**config.mk**
```make
export PLATFORM = sky130hd
export DESIGN_NAME = line_follow_steering_unit
export DESIGN_NICKNAME = d
export VERILOG_FILES = /design/src/sv/lfs_pkg.sv /design/src/sv/lfs_mul_lane.sv /design/src/sv/lfs_div_unit.sv /design/src/sv/lfs_wheel_mix.sv /design/src/sv/line_follow_steering_unit.sv
export SDC_FILE = /design/constraint.sdc
export NUM_CORES = 2
export LEC_CHECK = 0
export ABC_AREA = 1
export BUFFER_PORTS_ARGS = -buffer_cell sky130_fd_sc_hd__buf_4
export CAP_MARGIN = 40
export CORE_ASPECT_RATIO = 0.8
export CORE_MARGIN = 2
export CORE_UTILIZATION = 35
export CTS_BUF_LIST = sky130_fd_sc_hd__clkbuf_4 sky130_fd_sc_hd__clkbuf_8 sky130_fd_sc_hd__clkbuf_16
export DETAILED_ROUTE_END_ITERATION = 12
export PLACE_DENSITY_LB_ADDON = 0.12
export SYNTH_ARGS = -nofsm -noshare
export SYNTH_HDL_FRONTEND = slang
export SYNTH_SLANG_ARGS = --single-unit
```
**constraint.sdc**
```tcl
create_clock -name clk -period 16.9 [get_ports clk]
set_input_delay 0.845 -clock clk [delete_from_list [all_inputs] [get_ports clk]]
set_output_delay 0.845 -clock clk [all_outputs]
set_load 0.03 [all_outputs]
```
**src/sv/lfs_pkg.sv**
```systemverilog
// Shared types and constants of the line follow steering unit.
package lfs_pkg;

  // Sequencing strobes that drive a serial unit.
  typedef struct packed {
    logic load;
    logic step;
  } lfs_seq_t;

  // Configuration register indexes.
  localparam logic [3:0] REG_PID_MODE    = 4'd0;
  localparam logic [3:0] REG_GAIN_P      = 4'd1;
  localparam logic [3:0] REG_GAIN_I      = 4'd2;
  localparam logic [3:0] REG_GAIN_D      = 4'd3;
  localparam logic [3:0] REG_DEAD_BAND   = 4'd4;
  localparam logic [3:0] REG_STEER_LIMIT = 4'd5;
  localparam logic [3:0] REG_BASE_SPEED  = 4'd6;
  localparam logic [3:0] REG_RAMP_CYCLES = 4'd7;

  // Slow-down span: the base factor reaches zero at this offset (20.0 in Q8.8).
  localparam logic [12:0] SLOW_SPAN = 13'd5120;
  localparam logic [11:0] SLOW_HALF = 12'd2560;

  // ceil(2^22 / 5): exact reciprocal for dividends below 2^22.
  localparam logic [19:0] RECIP_FIFTH = 20'd838861;
  localparam int          RECIP_SHIFT = 22;

  // Index of the last serial step of the multiplier and divider.
  localparam logic [3:0] LAST_STEP = 4'd15;

endpackage

```
**src/sv/lfs_mul_lane.sv**
```systemverilog
// Bit-serial signed-by-unsigned multiplier lane, one multiplier bit per cycle.
module lfs_mul_lane import lfs_pkg::*; (
  input  logic               clk,
  input  lfs_seq_t           ctl,
  input  logic signed [21:0] mcand_i,
  input  logic        [15:0] mplier_i,
  output logic signed [38:0] prod_o
);

  logic signed [21:0] mcand_r;
  logic        [15:0] mplier_r;
  logic signed [22:0] phi_r;
  logic        [15:0] plo_r;
  logic signed [23:0] addend;
  logic signed [23:0] psum;

  always_comb begin
    addend = mplier_r[0] ? {{2{mcand_r[21]}}, mcand_r} : 24'sd0;
    psum   = {phi_r[22], phi_r} + addend;
  end

  // Add the selected multiple, then shift one bit into the low half.
  always_ff @(posedge clk) begin
    if (ctl.load) begin
      mcand_r  <= mcand_i;
      mplier_r <= mplier_i;
      phi_r    <= '0;
      plo_r    <= '0;
    end else if (ctl.step) begin
      phi_r    <= psum[23:1];
      plo_r    <= {psum[0], plo_r[15:1]};
      mplier_r <= {1'b0, mplier_r[15:1]};
    end
  end

  assign prod_o = {phi_r, plo_r};

endmodule

```
**src/sv/lfs_div_unit.sv**
```systemverilog
// Restoring divider, one quotient bit per cycle, 16-bit quotient.
module lfs_div_unit import lfs_pkg::*; (
  input  logic        clk,
  input  lfs_seq_t    ctl,
  input  logic [36:0] num_i,
  input  logic [20:0] den_i,
  output logic [15:0] quo_o
);

  logic [20:0] rem_r;
  logic [15:0] low_r;
  logic [20:0] den_r;
  logic [21:0] trial;
  logic [21:0] diff;
  logic        ge;

  always_comb begin
    trial = {rem_r, low_r[15]};
    ge    = trial >= {1'b0, den_r};
    diff  = trial - {1'b0, den_r};
  end

  // Low register carries the dividend bits out and the quotient bits in.
  always_ff @(posedge clk) begin
    if (ctl.load) begin
      rem_r <= num_i[36:16];
      low_r <= num_i[15:0];
      den_r <= den_i;
    end else if (ctl.step) begin
      rem_r <= ge ? diff[20:0] : trial[20:0];
      low_r <= {low_r[14:0], ge};
    end
  end

  assign quo_o = low_r;

endmodule

```
**src/sv/lfs_wheel_mix.sv**
```systemverilog
// Wheel target mixing: direction, magnitude scaling by 7/5 and 7/10, saturation.
module lfs_wheel_mix import lfs_pkg::*; (
  input  logic               clk,
  input  logic               en_i,
  input  logic        [15:0] base_i,
  input  logic signed [15:0] steer_i,
  output logic               l_rev_o,
  output logic        [15:0] l_spd_o,
  output logic               r_rev_o,
  output logic        [15:0] r_spd_o
);

  logic signed [17:0] spe_l;
  logic signed [17:0] spe_r;
  logic        [16:0] abs_l;
  logic        [16:0] abs_r;
  logic        [18:0] xl_nxt;
  logic        [18:0] xr_nxt;
  logic        [18:0] xl_r;
  logic        [18:0] xr_r;
  logic               lrev_r;
  logic               rrev_r;
  logic        [38:0] pl;
  logic        [38:0] pr;
  logic        [16:0] ql;
  logic        [16:0] qr;

  always_comb begin
    spe_l  = $signed({2'b00, base_i}) + {{2{steer_i[15]}}, steer_i};
    spe_r  = $signed({2'b00, base_i}) - {{2{steer_i[15]}}, steer_i};
    abs_l  = spe_l[17] ? 17'(-spe_l) : spe_l[16:0];
    abs_r  = spe_r[17] ? 17'(-spe_r) : spe_r[16:0];
    // Round to nearest: add half the divisor before the constant divide.
    xl_nxt = 19'(19'(abs_l) * 19'd7 + 19'd2);
    xr_nxt = 19'(19'(abs_r) * 19'd7 + 19'd5);
  end

  always_ff @(posedge clk) begin
    if (en_i) begin
      xl_r   <= xl_nxt;
      xr_r   <= xr_nxt;
      lrev_r <= spe_l[17];
      rrev_r <= spe_r[17];
    end
  end

  // Divide by 5 through the reciprocal; by 10 as a halving first.
  always_comb begin
    pl = 39'(xl_r) * 39'(RECIP_FIFTH);
    pr = 39'({1'b0, xr_r[18:1]}) * 39'(RECIP_FIFTH);
    ql = pl[RECIP_SHIFT+16:RECIP_SHIFT];
    qr = pr[RECIP_SHIFT+16:RECIP_SHIFT];
  end

  assign l_rev_o = lrev_r;
  assign r_rev_o = rrev_r;
  assign l_spd_o = ql[16] ? 16'hFFFF : ql[15:0];
  assign r_spd_o = qr[16] ? 16'hFFFF : qr[15:0];

endmodule

```
**src/sv/line_follow_steering_unit.sv**
```systemverilog
// Top level of the line follow steering unit: PID steering and wheel targets.
// One transaction in, one result out. Each accepted offset is held while the
// line is lost (all_white high), dead-banded, and run through a position or
// incremental PID whose output is clamped to +-steer_limit. The base speed is
// scaled by the curve slow-down factor and the start ramp, then mixed with the
// steering value into two wheel targets. From acceptance to out_valid a
// transaction passes through the preparation states PREP1 and PREP2, the
// bit-serial multiplier lanes (one gain bit per cycle), a divider load state,
// the restoring divider that forms the rounded base speed (one quotient bit
// per cycle, the PID sums are finished alongside), and the wheel mixing
// states FIN1 and FIN2. in_ready is high only while no transaction is in
// flight; a finished result waits in the output register, so the next
// transaction may start while it is not yet taken. Configuration writes are
// taken every cycle and belong in idle periods only.
module line_follow_steering_unit import lfs_pkg::*; (
  input  logic               clk,
  input  logic               rst_n,
  // input transactions
  input  logic               in_valid,
  output logic               in_ready,
  input  logic signed [15:0] in_line_error,
  input  logic               in_all_white,
  // result transactions
  output logic               out_valid,
  input  logic               out_ready,
  output logic               out_left_reverse,
  output logic        [15:0] out_left_speed,
  output logic               out_right_reverse,
  output logic        [15:0] out_right_speed,
  output logic signed [15:0] out_steer_value,
  // configuration writes
  input  logic               cfg_valid,
  output logic               cfg_ready,
  input  logic        [3:0]  cfg_index,
  input  logic        [15:0] cfg_data
);

  localparam logic [2:0] S_IDLE  = 3'd0;
  localparam logic [2:0] S_PREP1 = 3'd1;
  localparam logic [2:0] S_PREP2 = 3'd2;
  localparam logic [2:0] S_MUL   = 3'd3;
  localparam logic [2:0] S_DIVLD = 3'd4;
  localparam logic [2:0] S_DIV   = 3'd5;
  localparam logic [2:0] S_FIN1  = 3'd6;
  localparam logic [2:0] S_FIN2  = 3'd7;

  // Configuration registers.
  logic        pid_mode_r;
  logic [15:0] gain_p_r;
  logic [15:0] gain_i_r;
  logic [15:0] gain_d_r;
  logic [14:0] dead_band_r;
  logic [14:0] steer_limit_r;
  logic [14:0] base_speed_r;
  logic [7:0]  ramp_cycles_r;

  // Sequencer.
  logic [2:0] state_r;
  logic [2:0] state_nxt;
  logic [3:0] cnt_r;
  logic [3:0] cnt_nxt;

  // Captured transaction.
  logic signed [15:0] err_in_r;
  logic               white_in_r;

  // Controller state.
  logic signed [15:0] held_r;
  logic signed [15:0] prev1_r;
  logic signed [15:0] prev2_r;
  logic signed [31:0] isum_r;
  logic signed [15:0] accum_r;
  logic        [7:0]  rcnt_r;

  // Per-transaction working registers.
  logic signed [15:0] e0_r;
  logic signed [18:0] xp_r;
  logic signed [18:0] yd_r;
  logic        [12:0] magb_r;
  logic        [7:0]  rcn_r;
  logic        [7:0]  rcd_r;
  logic signed [30:0] rp_r;
  logic signed [30:0] ri_r;
  logic signed [30:0] rd_r;
  logic signed [32:0] t_r;

  // Output register.
  logic               out_valid_r;
  logic               out_lrev_r;
  logic        [15:0] out_lspd_r;
  logic               out_rrev_r;
  logic        [15:0] out_rspd_r;
  logic signed [15:0] out_steer_r;

  // Configuration write decode.
  always_ff @(posedge clk) begin
    if (!rst_n) begin
      pid_mode_r    <= 1'b0;
      gain_p_r      <= 16'd0;
      gain_i_r      <= 16'd0;
      gain_d_r      <= 16'd0;
      dead_band_r   <= 15'd128;
      steer_limit_r <= 15'd1536;
      base_speed_r  <= 15'd3840;
      ramp_cycles_r <= 8'd50;
    end else if (cfg_valid && cfg_ready) begin
      unique case (cfg_index)
        REG_PID_MODE:    pid_mode_r    <= cfg_data[0];
        REG_GAIN_P:      gain_p_r      <= cfg_data;
        REG_GAIN_I:      gain_i_r      <= cfg_data;
        REG_GAIN_D:      gain_d_r      <= cfg_data;
        REG_DEAD_BAND:   dead_band_r   <= cfg_data[14:0];
        REG_STEER_LIMIT: steer_limit_r <= cfg_data[14:0];
        REG_BASE_SPEED:  base_speed_r  <= cfg_data[14:0];
        REG_RAMP_CYCLES: ramp_cycles_r <= cfg_data[7:0];
        default: ;
      endcase
    end
  end

  assign cfg_ready = 1'b1;
  assign in_ready  = (state_r == S_IDLE);

  // Preparation: hold the offset while the line is lost, apply the dead band,
  // build the PID multiplicands, the slow-down factor and the ramp ratio.
  logic signed [15:0] held_nxt;
  logic        [16:0] held_abs;
  logic signed [15:0] e0_nxt;
  logic signed [18:0] d01;
  logic signed [18:0] d012;
  logic               ramp_on;

  always_comb begin
    held_nxt = white_in_r ? held_r : err_in_r;
    held_abs = held_nxt[15] ? 17'(-$signed({held_nxt[15], held_nxt}))
                            : {1'b0, held_nxt};
    e0_nxt   = (held_abs < {2'b00, dead_band_r}) ? 16'sd0 : held_nxt;
    d01      = 19'(e0_nxt) - 19'(prev1_r);
    d012     = 19'(e0_nxt) - 19'(prev1_r) - 19'(prev1_r) + 19'(prev2_r);
    ramp_on  = rcnt_r < ramp_cycles_r;
  end

  // Serial multiplier lanes: proportional, integral, derivative, base speed.
  lfs_seq_t           mul_ctl;
  lfs_seq_t           div_ctl;
  logic signed [38:0] prod_p;
  logic signed [38:0] prod_i;
  logic signed [38:0] prod_d;
  logic signed [38:0] prod_b;
  logic        [20:0] magb_ramp;

  assign mul_ctl.load = (state_r == S_PREP2);
  assign mul_ctl.step = (state_r == S_MUL);
  assign div_ctl.load = (state_r == S_DIVLD);
  assign div_ctl.step = (state_r == S_DIV);
  assign magb_ramp    = 21'(magb_r) * 21'(rcn_r);

  lfs_mul_lane u_lane_p (
    .clk      (clk),
    .ctl      (mul_ctl),
    .mcand_i  (22'(xp_r)),
    .mplier_i (gain_p_r),
    .prod_o   (prod_p)
  );

  lfs_mul_lane u_lane_i (
    .clk      (clk),
    .ctl      (mul_ctl),
    .mcand_i  (22'(e0_r)),
    .mplier_i (gain_i_r),
    .prod_o   (prod_i)
  );

  lfs_mul_lane u_lane_d (
    .clk      (clk),
    .ctl      (mul_ctl),
    .mcand_i  (22'(yd_r)),
    .mplier_i (gain_d_r),
    .prod_o   (prod_d)
  );

  lfs_mul_lane u_lane_b (
    .clk      (clk),
    .ctl      (mul_ctl),
    .mcand_i  ($signed({1'b0, magb_ramp})),
    .mplier_i ({1'b0, base_speed_r}),
    .prod_o   (prod_b)
  );

  // Base speed = round(base * slow * ramp_num / (5120 * ramp_den)).
  logic [20:0] div_den;
  logic [36:0] div_num;
  logic [15:0] base_quo;

  always_comb begin
    div_den = 21'(rcd_r) * 21'(SLOW_SPAN);
    div_num = prod_b[36:0] + 37'(37'(rcd_r) * 37'(SLOW_HALF));
  end

  lfs_div_unit u_div (
    .clk   (clk),
    .ctl   (div_ctl),
    .num_i (div_num),
    .den_i (div_den),
    .quo_o (base_quo)
  );

  // Round the gain products to Q8.8, halves toward +infinity.
  logic signed [38:0] rnd_p;
  logic signed [38:0] rnd_i;
  logic signed [38:0] rnd_d;
  logic signed [32:0] isum_add;
  logic signed [31:0] isum_sat;
  logic signed [32:0] t_nxt;
  logic signed [33:0] pid_sum;
  logic signed [33:0] lim_pos;
  logic signed [33:0] lim_neg;
  logic signed [15:0] accum_nxt;

  always_comb begin
    rnd_p    = prod_p + 39'sd128;
    rnd_i    = prod_i + 39'sd128;
    rnd_d    = prod_d + 39'sd128;
    isum_add = 33'(isum_r) + 33'(ri_r);
    // Saturate the running integral to the 32-bit signed range.
    if (isum_add[32] != isum_add[31]) begin
      isum_sat = isum_add[32] ? 32'sh8000_0000 : 32'sh7FFF_FFFF;
    end else begin
      isum_sat = isum_add[31:0];
    end
    t_nxt    = 33'(rp_r) + 33'(rd_r) + (pid_mode_r ? 33'(accum_r) : 33'sd0);
    pid_sum  = 34'(t_r) + 34'(isum_r);
    lim_pos  = $signed({19'd0, steer_limit_r});
    lim_neg  = -lim_pos;
    if (pid_sum > lim_pos) begin
      accum_nxt = 16'(lim_pos);
    end else if (pid_sum < lim_neg) begin
      accum_nxt = 16'(lim_neg);
    end else begin
      accum_nxt = 16'(pid_sum);
    end
  end

  // Wheel mixing.
  logic        mix_lrev;
  logic [15:0] mix_lspd;
  logic        mix_rrev;
  logic [15:0] mix_rspd;

  lfs_wheel_mix u_mix (
    .clk     (clk),
    .en_i    (state_r == S_FIN1),
    .base_i  (base_quo),
    .steer_i (accum_r),
    .l_rev_o (mix_lrev),
    .l_spd_o (mix_lspd),
    .r_rev_o (mix_rrev),
    .r_spd_o (mix_rspd)
  );

  logic out_load;
  assign out_load = (state_r == S_FIN2) && (!out_valid_r || out_ready);

  // Sequencer next state.
  always_comb begin
    state_nxt = state_r;
    cnt_nxt   = cnt_r;
    unique case (state_r)
      S_IDLE: begin
        if (in_valid) state_nxt = S_PREP1;
      end
      S_PREP1: state_nxt = S_PREP2;
      S_PREP2: begin
        state_nxt = S_MUL;
        cnt_nxt   = 4'd0;
      end
      S_MUL: begin
        cnt_nxt = cnt_r + 4'd1;
        if (cnt_r == LAST_STEP) state_nxt = S_DIVLD;
      end
      S_DIVLD: begin
        state_nxt = S_DIV;
        cnt_nxt   = 4'd0;
      end
      S_DIV: begin
        cnt_nxt = cnt_r + 4'd1;
        if (cnt_r == LAST_STEP) state_nxt = S_FIN1;
      end
      S_FIN1: state_nxt = S_FIN2;
      S_FIN2: begin
        if (out_load) state_nxt = S_IDLE;
      end
      default: state_nxt = S_IDLE;
    endcase
  end

  always_ff @(posedge clk) begin
    if (!rst_n) begin
      state_r     <= S_IDLE;
      cnt_r       <= 4'd0;
      out_valid_r <= 1'b0;
      held_r      <= 16'sd0;
      prev1_r     <= 16'sd0;
      prev2_r     <= 16'sd0;
      isum_r      <= 32'sd0;
      accum_r     <= 16'sd0;
      rcnt_r      <= 8'd0;
    end else begin
      state_r <= state_nxt;
      cnt_r   <= cnt_nxt;

      // Drop the result once taken; a new one replaces it on load.
      if (out_load) begin
        out_valid_r <= 1'b1;
      end else if (out_ready) begin
        out_valid_r <= 1'b0;
      end

      if (state_r == S_PREP1) begin
        held_r <= held_nxt;
        if (ramp_on) rcnt_r <= rcnt_r + 8'd1;
      end

      if (state_r == S_DIV && cnt_r == 4'd0) begin
        isum_r <= pid_mode_r ? 32'(ri_r) : isum_sat;
      end

      // Finish the PID: clamp, store and advance the error history.
      if (state_r == S_DIV && cnt_r == 4'd1) begin
        accum_r <= accum_nxt;
        prev2_r <= prev1_r;
        prev1_r <= e0_r;
      end
    end
  end

  // Payload registers.
  always_ff @(posedge clk) begin
    if (in_valid && in_ready) begin
      err_in_r   <= in_line_error;
      white_in_r <= in_all_white;
    end

    if (state_r == S_PREP1) begin
      e0_r   <= e0_nxt;
      xp_r   <= pid_mode_r ? d01 : 19'(e0_nxt);
      yd_r   <= pid_mode_r ? d012 : d01;
      magb_r <= (held_abs >= 17'(SLOW_SPAN)) ? 13'd0 : 13'(17'(SLOW_SPAN) - held_abs);
      rcn_r  <= ramp_on ? (rcnt_r + 8'd1) : 8'd1;
      rcd_r  <= ramp_on ? ramp_cycles_r : 8'd1;
    end

    if (state_r == S_DIVLD) begin
      rp_r <= rnd_p[38:8];
      ri_r <= rnd_i[38:8];
      rd_r <= rnd_d[38:8];
    end

    if (state_r == S_DIV && cnt_r == 4'd0) begin
      t_r <= t_nxt;
    end

    if (out_load) begin
      out_lrev_r  <= mix_lrev;
      out_lspd_r  <= mix_lspd;
      out_rrev_r  <= mix_rrev;
      out_rspd_r  <= mix_rspd;
      out_steer_r <= accum_r;
    end
  end

  assign out_valid         = out_valid_r;
  assign out_left_reverse  = out_lrev_r;
  assign out_left_speed    = out_lspd_r;
  assign out_right_reverse = out_rrev_r;
  assign out_right_speed   = out_rspd_r;
  assign out_steer_value   = out_steer_r;

  // A transaction keeps the block busy for the following cycle.
  a_busy_after_accept: assert property (@(posedge clk) disable iff (!rst_n)
    in_valid && in_ready |=> !in_ready)
    else $error("input accepted while a transaction was in flight");

  // The steering value just stored never leaves the clamp.
  a_steer_clamped: assert property (@(posedge clk) disable iff (!rst_n)
    (state_r == S_DIV) && (cnt_r == 4'd2) |->
    (accum_r <= $signed({1'b0, steer_limit_r}))
    && (accum_r >= -$signed({1'b0, steer_limit_r})))
    else $error("steering value outside the limit");

  // A finished result waits in the last stage while the output is occupied.
  a_hold_on_full: assert property (@(posedge clk) disable iff (!rst_n)
    (state_r == S_FIN2) && out_valid_r && !out_ready |=> (state_r == S_FIN2))
    else $error("result lost while output register full");

endmodule
```
=== Word-level counts from Yosys, hierarchy flattened ===
Index checks and enable logic that the tools add are counted.

* Register bits after elaboration: 872
* Input port bits: 42
* Output and inout port bits: 53
* Word-level logic and storage cells: 181

* Add/sub/neg operators: 27
* Multiply operators: 7
* $lt $le $gt $ge: 6
* Eq/ne operators: 21
* Mux-type cells: 38
* Reductions and logical operators: 25

{| class="wikitable"
|+ Operators with widths
! operator !! count
|-
| $mux 16 || 12
|-
| $add 39x9->39 const B || 3
|-
| $add 24x24->24 || 4
|-
| $mux 32 || 3
|-
| $mux 21 || 4
|-
| $mux 24 || 3
|-
| $mux 17 || 3
|-
| $mul 19x20->39 const B || 1
|-
| $mul 17x3->19 const B || 2
|-
| $mul 18x20->38 const B || 1
|-
| $mux 19 || 2
|-
| $add 37x20->37 || 1
|-
| $sub 17x16->18 || 2
|-
| $add 33x32->34 || 1
|-
| $gt 34x16->1 || 1
|-
| $lt 34x34->1 || 1
|-
| $neg 15->34 || 1
|-
| $neg 17->17 || 2
|-
| $add 32x31->33 || 1
|-
| $add 32x33->33 || 1
|-
| $mux 33 || 1
|-
| $add 31x31->32 || 1
|-
| $mux 15 || 2
|-
| $pmux 3 s8 || 1
|-
| 38 further kinds || 70
|}

=== Logic depth before layout (Yosys ltp) ===
* Depth in word-level cells: 9
* Depth in mapped cells: 51
* Gate-level depth less buffers: 50

=== Cells and area by module ===
Synthesis repeated with hierarchy kept, for this count alone.

* Cell total of the unflattened synthesis: 9868
* Area, all modules: 75103.3 µm²

{| class="wikitable"
|+ Modules (own cells, without submodules)
! module !! times used !! cells each !! area each (µm²) !! sequential area each (µm²)
|-
| line_follow_steering_unit || 1 || 4324 || 34558.1 || 12512.0
|-
| lfs_wheel_mix || 1 || 2429 || 18368.9 || 1171.1
|-
| lfs_mul_lane (u_lane_b ...) || 3 || 640 || 4504.3 || 1921.8
|-
| lfs_mul_lane (u_lane_p) || 1 || 646 || 4476.8 || 1921.8
|-
| lfs_div_unit || 1 || 549 || 4186.5 || 1741.7
|}

=== Least setup slack after synthesis ===
Ideal clock, no wire load.

* Path type: flip-flop to flip-flop
* From: reg white_in_r
* To: reg yd_r[17], data pin
* Setup time: 253 ps
* Arrival time: 6608 ps
* Required time: 16647 ps
* Path slack: 10039 ps
* Cell stages (with the launch flop): 47
* Buffers on the path: 2
* Clock period less this slack: 6861 ps
* Path through: edfxtp_1 nand2_1 and2_1 buf_2 ha_1 inv_1 nor2_4 nand4_2 o21ai_0 xor2_1 inv_1 ha_1 nand4_1 a2111oi_0 o21ai_0 o211ai_1 nand2_1 nand2_1 [11 not listed] nand2_1 a21oi_1 or2_2 nand2_1 fa_1 inv_1 ha_1 nand4_1 inv_1 a21oi_1 nand2_1 nand3_1 nand2_1 a21oi_1 o21ai_0 or2_2 nand3_1 nand2_1

* Longest elaborated chain between the ends: 9

{| class="wikitable"
|+ Ends and longest elaborated chain
! what !! line !! text
|-
| from (decl) || line_follow_steering_unit.sv:65 || <nowiki>logic white_in_r;</nowiki>
|-
| from (signal assigned) || line_follow_steering_unit.sv:341 || <nowiki>white_in_r <= in_all_white;</nowiki>
|-
| $mux 16 (*) || line_follow_steering_unit.sv:134 || <nowiki>held_nxt = white_in_r ? held_r : err_in_r;</nowiki>
|-
| $neg 16->17 || line_follow_steering_unit.sv:135 || <nowiki>held_abs = held_nxt[15] ? 17'(-$signed({held_nxt[15], held_nxt}))</nowiki>
|-
| $mux 17 || line_follow_steering_unit.sv:135 ||
|-
| $lt 17x15->1 || line_follow_steering_unit.sv:137 || <nowiki>e0_nxt = (held_abs < {2'b00, dead_band_r}) ? 16'sd0 : held_nxt;</nowiki>
|-
| $mux 16 (*) || line_follow_steering_unit.sv:137 ||
|-
| named net e0_nxt[2] || line_follow_steering_unit.sv:128 || <nowiki>logic signed [15:0] e0_nxt;</nowiki>
|-
| $sub 16x16->17 (*) || line_follow_steering_unit.sv:138, line_follow_steering_unit.sv:139 ||
|-
| $sub 17x16->18 || line_follow_steering_unit.sv:139 || <nowiki>d012 = 19'(e0_nxt) - 19'(prev1_r) - 19'(prev1_r) + 19'(prev2_r);</nowiki>
|-
| $add 18x16->19 || line_follow_steering_unit.sv:139 ||
|-
| $mux 19 (*) || line_follow_steering_unit.sv:347 || <nowiki>yd_r <= pid_mode_r ? d012 : d01;</nowiki>
|-
| to (signal assigned) || line_follow_steering_unit.sv:347 ||
|-
| to (decl) || line_follow_steering_unit.sv:78 || <nowiki>logic signed [18:0] yd_r;</nowiki>
|}

The timed path passes the listed nets; every way through them passes the cells marked *.
A chain may end at the register's enable or synchronous reset.

=== Worst setup path in the final report ===
Ends and elaborated chain as after synthesis.

==> results.json <==
{
  "cp_data_required_time_ps": 17400,
  "vias_per_cell": 4.911,
  "grt_max_degree": 129,
  "synth_warnings": 0,
  "drive_above_1_share_pct": 5.109,
  "status": "finished, final reports clean",
  "syn_inst": 8210,
  "post_cts_buffers": 0,
  "worstSetupPathType": "reg2reg",
  "num_rows": 143,
  "yosysTopAreaCell": "edfxtp_1",
  "synth.most_common_cell": "nand2_1",
  "hold_path_end": "err_in_r[14]$_DFFE_PP_",
  "pre_cts_ws_ps": 7922,
  "worstHoldPathType": "in2reg",
  "crit_path_frequent_cell": "nand2_1",
  "cts_root_buf": "clkbuf_16",
  "tns_ps": 0,
  "setup_viol": 0,
  "power_density_nw_per_um2": 116.8,
  "routed_wl_mm": 192.2,
  "core_um2": 190600,
  "gp_congestion": 0.9046,
  "max_stage_delay_ps": 810,
  "tritoncts": "built",
  "dpl.hpwl_mm": 152.3,
  "min_period_over_period_pct": 54.14,
  "cts_max_path_buffers": 3,
  "port_buffers": 93,
  "clk_pin_slew_worst_paths_ps": 60,
  "critPathMaxFanout": 32,
  "die-area_um2": 195900,
  "die_x_um": 494.4,
  "synth_area_leaders": "edfxtp_1 (22%), ha_1 (14%), dfxtp_1 (10%)",
  "holdPathStages": 1,
  "antenna_found_initial": 10,
  "maxCapViolations": 0,
  "die_y_um": 396.3,
  "synth_fp_nets": 9335,
  "pin_count": 95,
  "endpoint_kind": "flip-flop",
  "worst_pin_slew_ps": 870.2,
  "synth_edf_count": 497,
  "period_minus_slack_ps": 9150,
  "clock_sinks": 846,
  "r2r_slack_ps": 7750,
  "clk_latency_ps": 760,
  "detail-route-antenna-nets": 0,
  "crit_path_top_delay_cell": "a2111oi_0",
  "numCtsBuffers": 99,
  "n_antenna_cell": 0,
  "num_vias": 53500,
  "post_cts_resized": 0,
  "nets": 9396,
  "skew_ps": 83.66,
  "grt_overflow_total": 0,
  "reg2reg_to": "yd_r[17]$_DFFE_PP_",
  "synth_top_area_share_pct": 22.17,
  "synth.avg_cell_area_um2": 8.201,
  "fin_ws_ps": 7750,
  "initial_core_util_pct": 35.33,
  "ys_ff_latch": 846,
  "synth.distinct_cells": 66,
  "grt_use_total_pct": 19.50,
  "p_leak_uw": 0.03496,
  "remaining_drc_errors": 0,
  "hp-start": "in_line_error[14]",
  "maxSlewHeadroom_pct": 40.49,
  "grt_pass1_wl_mm": 302.4,
  "synthArstFlopShare_pct": 0,
  "max_clock_freq_mhz": 109.3,
  "synth_common_cells": "nand2_1 (1,660), inv_1 (1,376), ha_1 (734)",
  "drt_first_pass_iters": 6,
  "r2r_start": "white_in_r$_DFFE_PP_",
  "dpl_cell_area_um2": 71030,
  "syn2layout_area_growth_pct": 10.91,
  "grt_pass1_vias": 52560,
  "cts_hold_buf": 0,
  "ir_drop_v": 0.00008796,
  "worstPathArrival_ps": 9650,
  "synth-seq-area-share_pct": 32.54,
  "wire_per_inst_um": 17.65,
  "critPathLaunchType": "flip-flop",
  "synth_ff_type": "edfxtp_1",
  "drt_iter0_drc": 3435,
  "final_area_um2": 74670,
  "drv_slew": 0,
  "final-hold-violation-count": 0,
  "rr_worst_depth": 46,
  "syn_area_um2": 67330,
  "h-tree-depth": 3,
  "rsz0062_at_grt": "false"
}
## registers in the layout, indices dropped and copies added (netlist names), 21 cells and up
| signal | cells |
|---|---|
| u_lane_b.phi_r | 23 |
| rp_r | 31 |
| ri_r | 31 |
| u_lane_b.mcand_r | 21 |
| t_r | 33 |
| u_lane_d.phi_r | 23 |
| isum_r | 32 |
| u_lane_i.phi_r | 23 |
| rd_r | 31 |
| u_lane_p.phi_r | 23 |
| u_div.rem_r | 21 |
## how the worst max path moves through the flow
stage	from	to	slack, ps	cells past startpoint
CTS	white_in_r$_DFFE_PP_	yd_r[17]$_DFFE_PP_	7860	46
global placement	white_in_r$_DFFE_PP_	yd_r[17]$_DFFE_PP_	7970	46
detailed placement	white_in_r$_DFFE_PP_	yd_r[17]$_DFFE_PP_	7920	46
finish	white_in_r$_DFFE_PP_	yd_r[17]$_DFFE_PP_	7750	46
global route	white_in_r$_DFFE_PP_	yd_r[17]$_DFFE_PP_	6760	46
floorplan	white_in_r$_DFFE_PP_	yd_r[17]$_DFFE_PP_	10040	46
## cells by family (layout without fill, tap and decap cells)
family / after synthesis / count (layout) / synth area share, %
AND/OR/NAND/NOR: 2810 / 2810 / 17.29
buffers and inverters: 1571 / 1719 / 8.874
AO/OA/AOI/OAI: 1528 / 1528 / 12.41
adder cells (fa/ha/maj): 1083 / 1083 / 24.02
flip-flops: 846 / 846 / 32.54
XOR/XNOR: 371 / 371 / 4.860
other: 1 / 1 / 0.005570
## final cells by class
cell class | instances | area [um^2]
clock buffer | 134 | 2873
sequential | 846 | 21910
multi-input combinational | 5793 | 39510
clock inverter | 54 | 765.7
inverter | 1394 | 5238
fill | 19500 | 115900
timing repair buffer | 137 | 1201
tap | 2537 | 3174
## critical path: cells and delay by family (launching register included)
family	cells	cell delay, ps
xor gates and xnor gates	1	310
and+or+nand+nor	20	2500
DFF	1	320
adders and majority gates	5	1760
AOI/OAI and AO/OA	13	3020
buffers and inverters	7	920
## metal layers
layer	part of all wire [%]	up-vias	GRT usage (%)
li1	-	27110	-
met5	0	-	0
met3	3.6	171	2.106
met4	1.7	0	3.511
met2	44	857	30.79
met1	51	25360	28.85
## through the flow
| stage | utilization (%) | instances | hold WS, ps | power [uW] |
|---|---|---|---|---|
| after floorplan | - | 8210 | 400.3 | 5425 |
| after global placement | 37.15 | 10700 | 405.7 | 6337 |
| after detailed placement | 37.28 | 10710 | 405.6 | 6361 |
| after CTS | 39.19 | 10900 | 190.7 | 8816 |
| after global routing | 39.19 | 10900 | 201.0 | 9441 |
| final | 39.19 | 10900 | 263.7 | 8719 |
## where the power goes
group | total, uW | switching [uW] | internal, uW
clock network | 2390 | 987 | 1410
logic | 3520 | 2240 | 1290
registers | 2800 | 233 | 2570
## cell usage in the layout (no fill, tap or decap), types with 103 or more instances in the layout
master / synthesis / routed
o21ai_0: 567 / 567
fa_1: 349 / 349
buf_4: 7 / 126
nand3_1: 248 / 246
clkbuf_16: 0 / 103
xor2_1: 305 / 305
nand2_1: 1660 / 1658
a21oi_1: 634 / 634
ha_1: 734 / 734
dfxtp_1: 349 / 348
edfxtp_1: 497 / 497
nor3_1: 114 / 114
nor2_1: 579 / 574
inv_1: 1376 / 1374
Note: power is estimated with default switching activity, not from simulation.
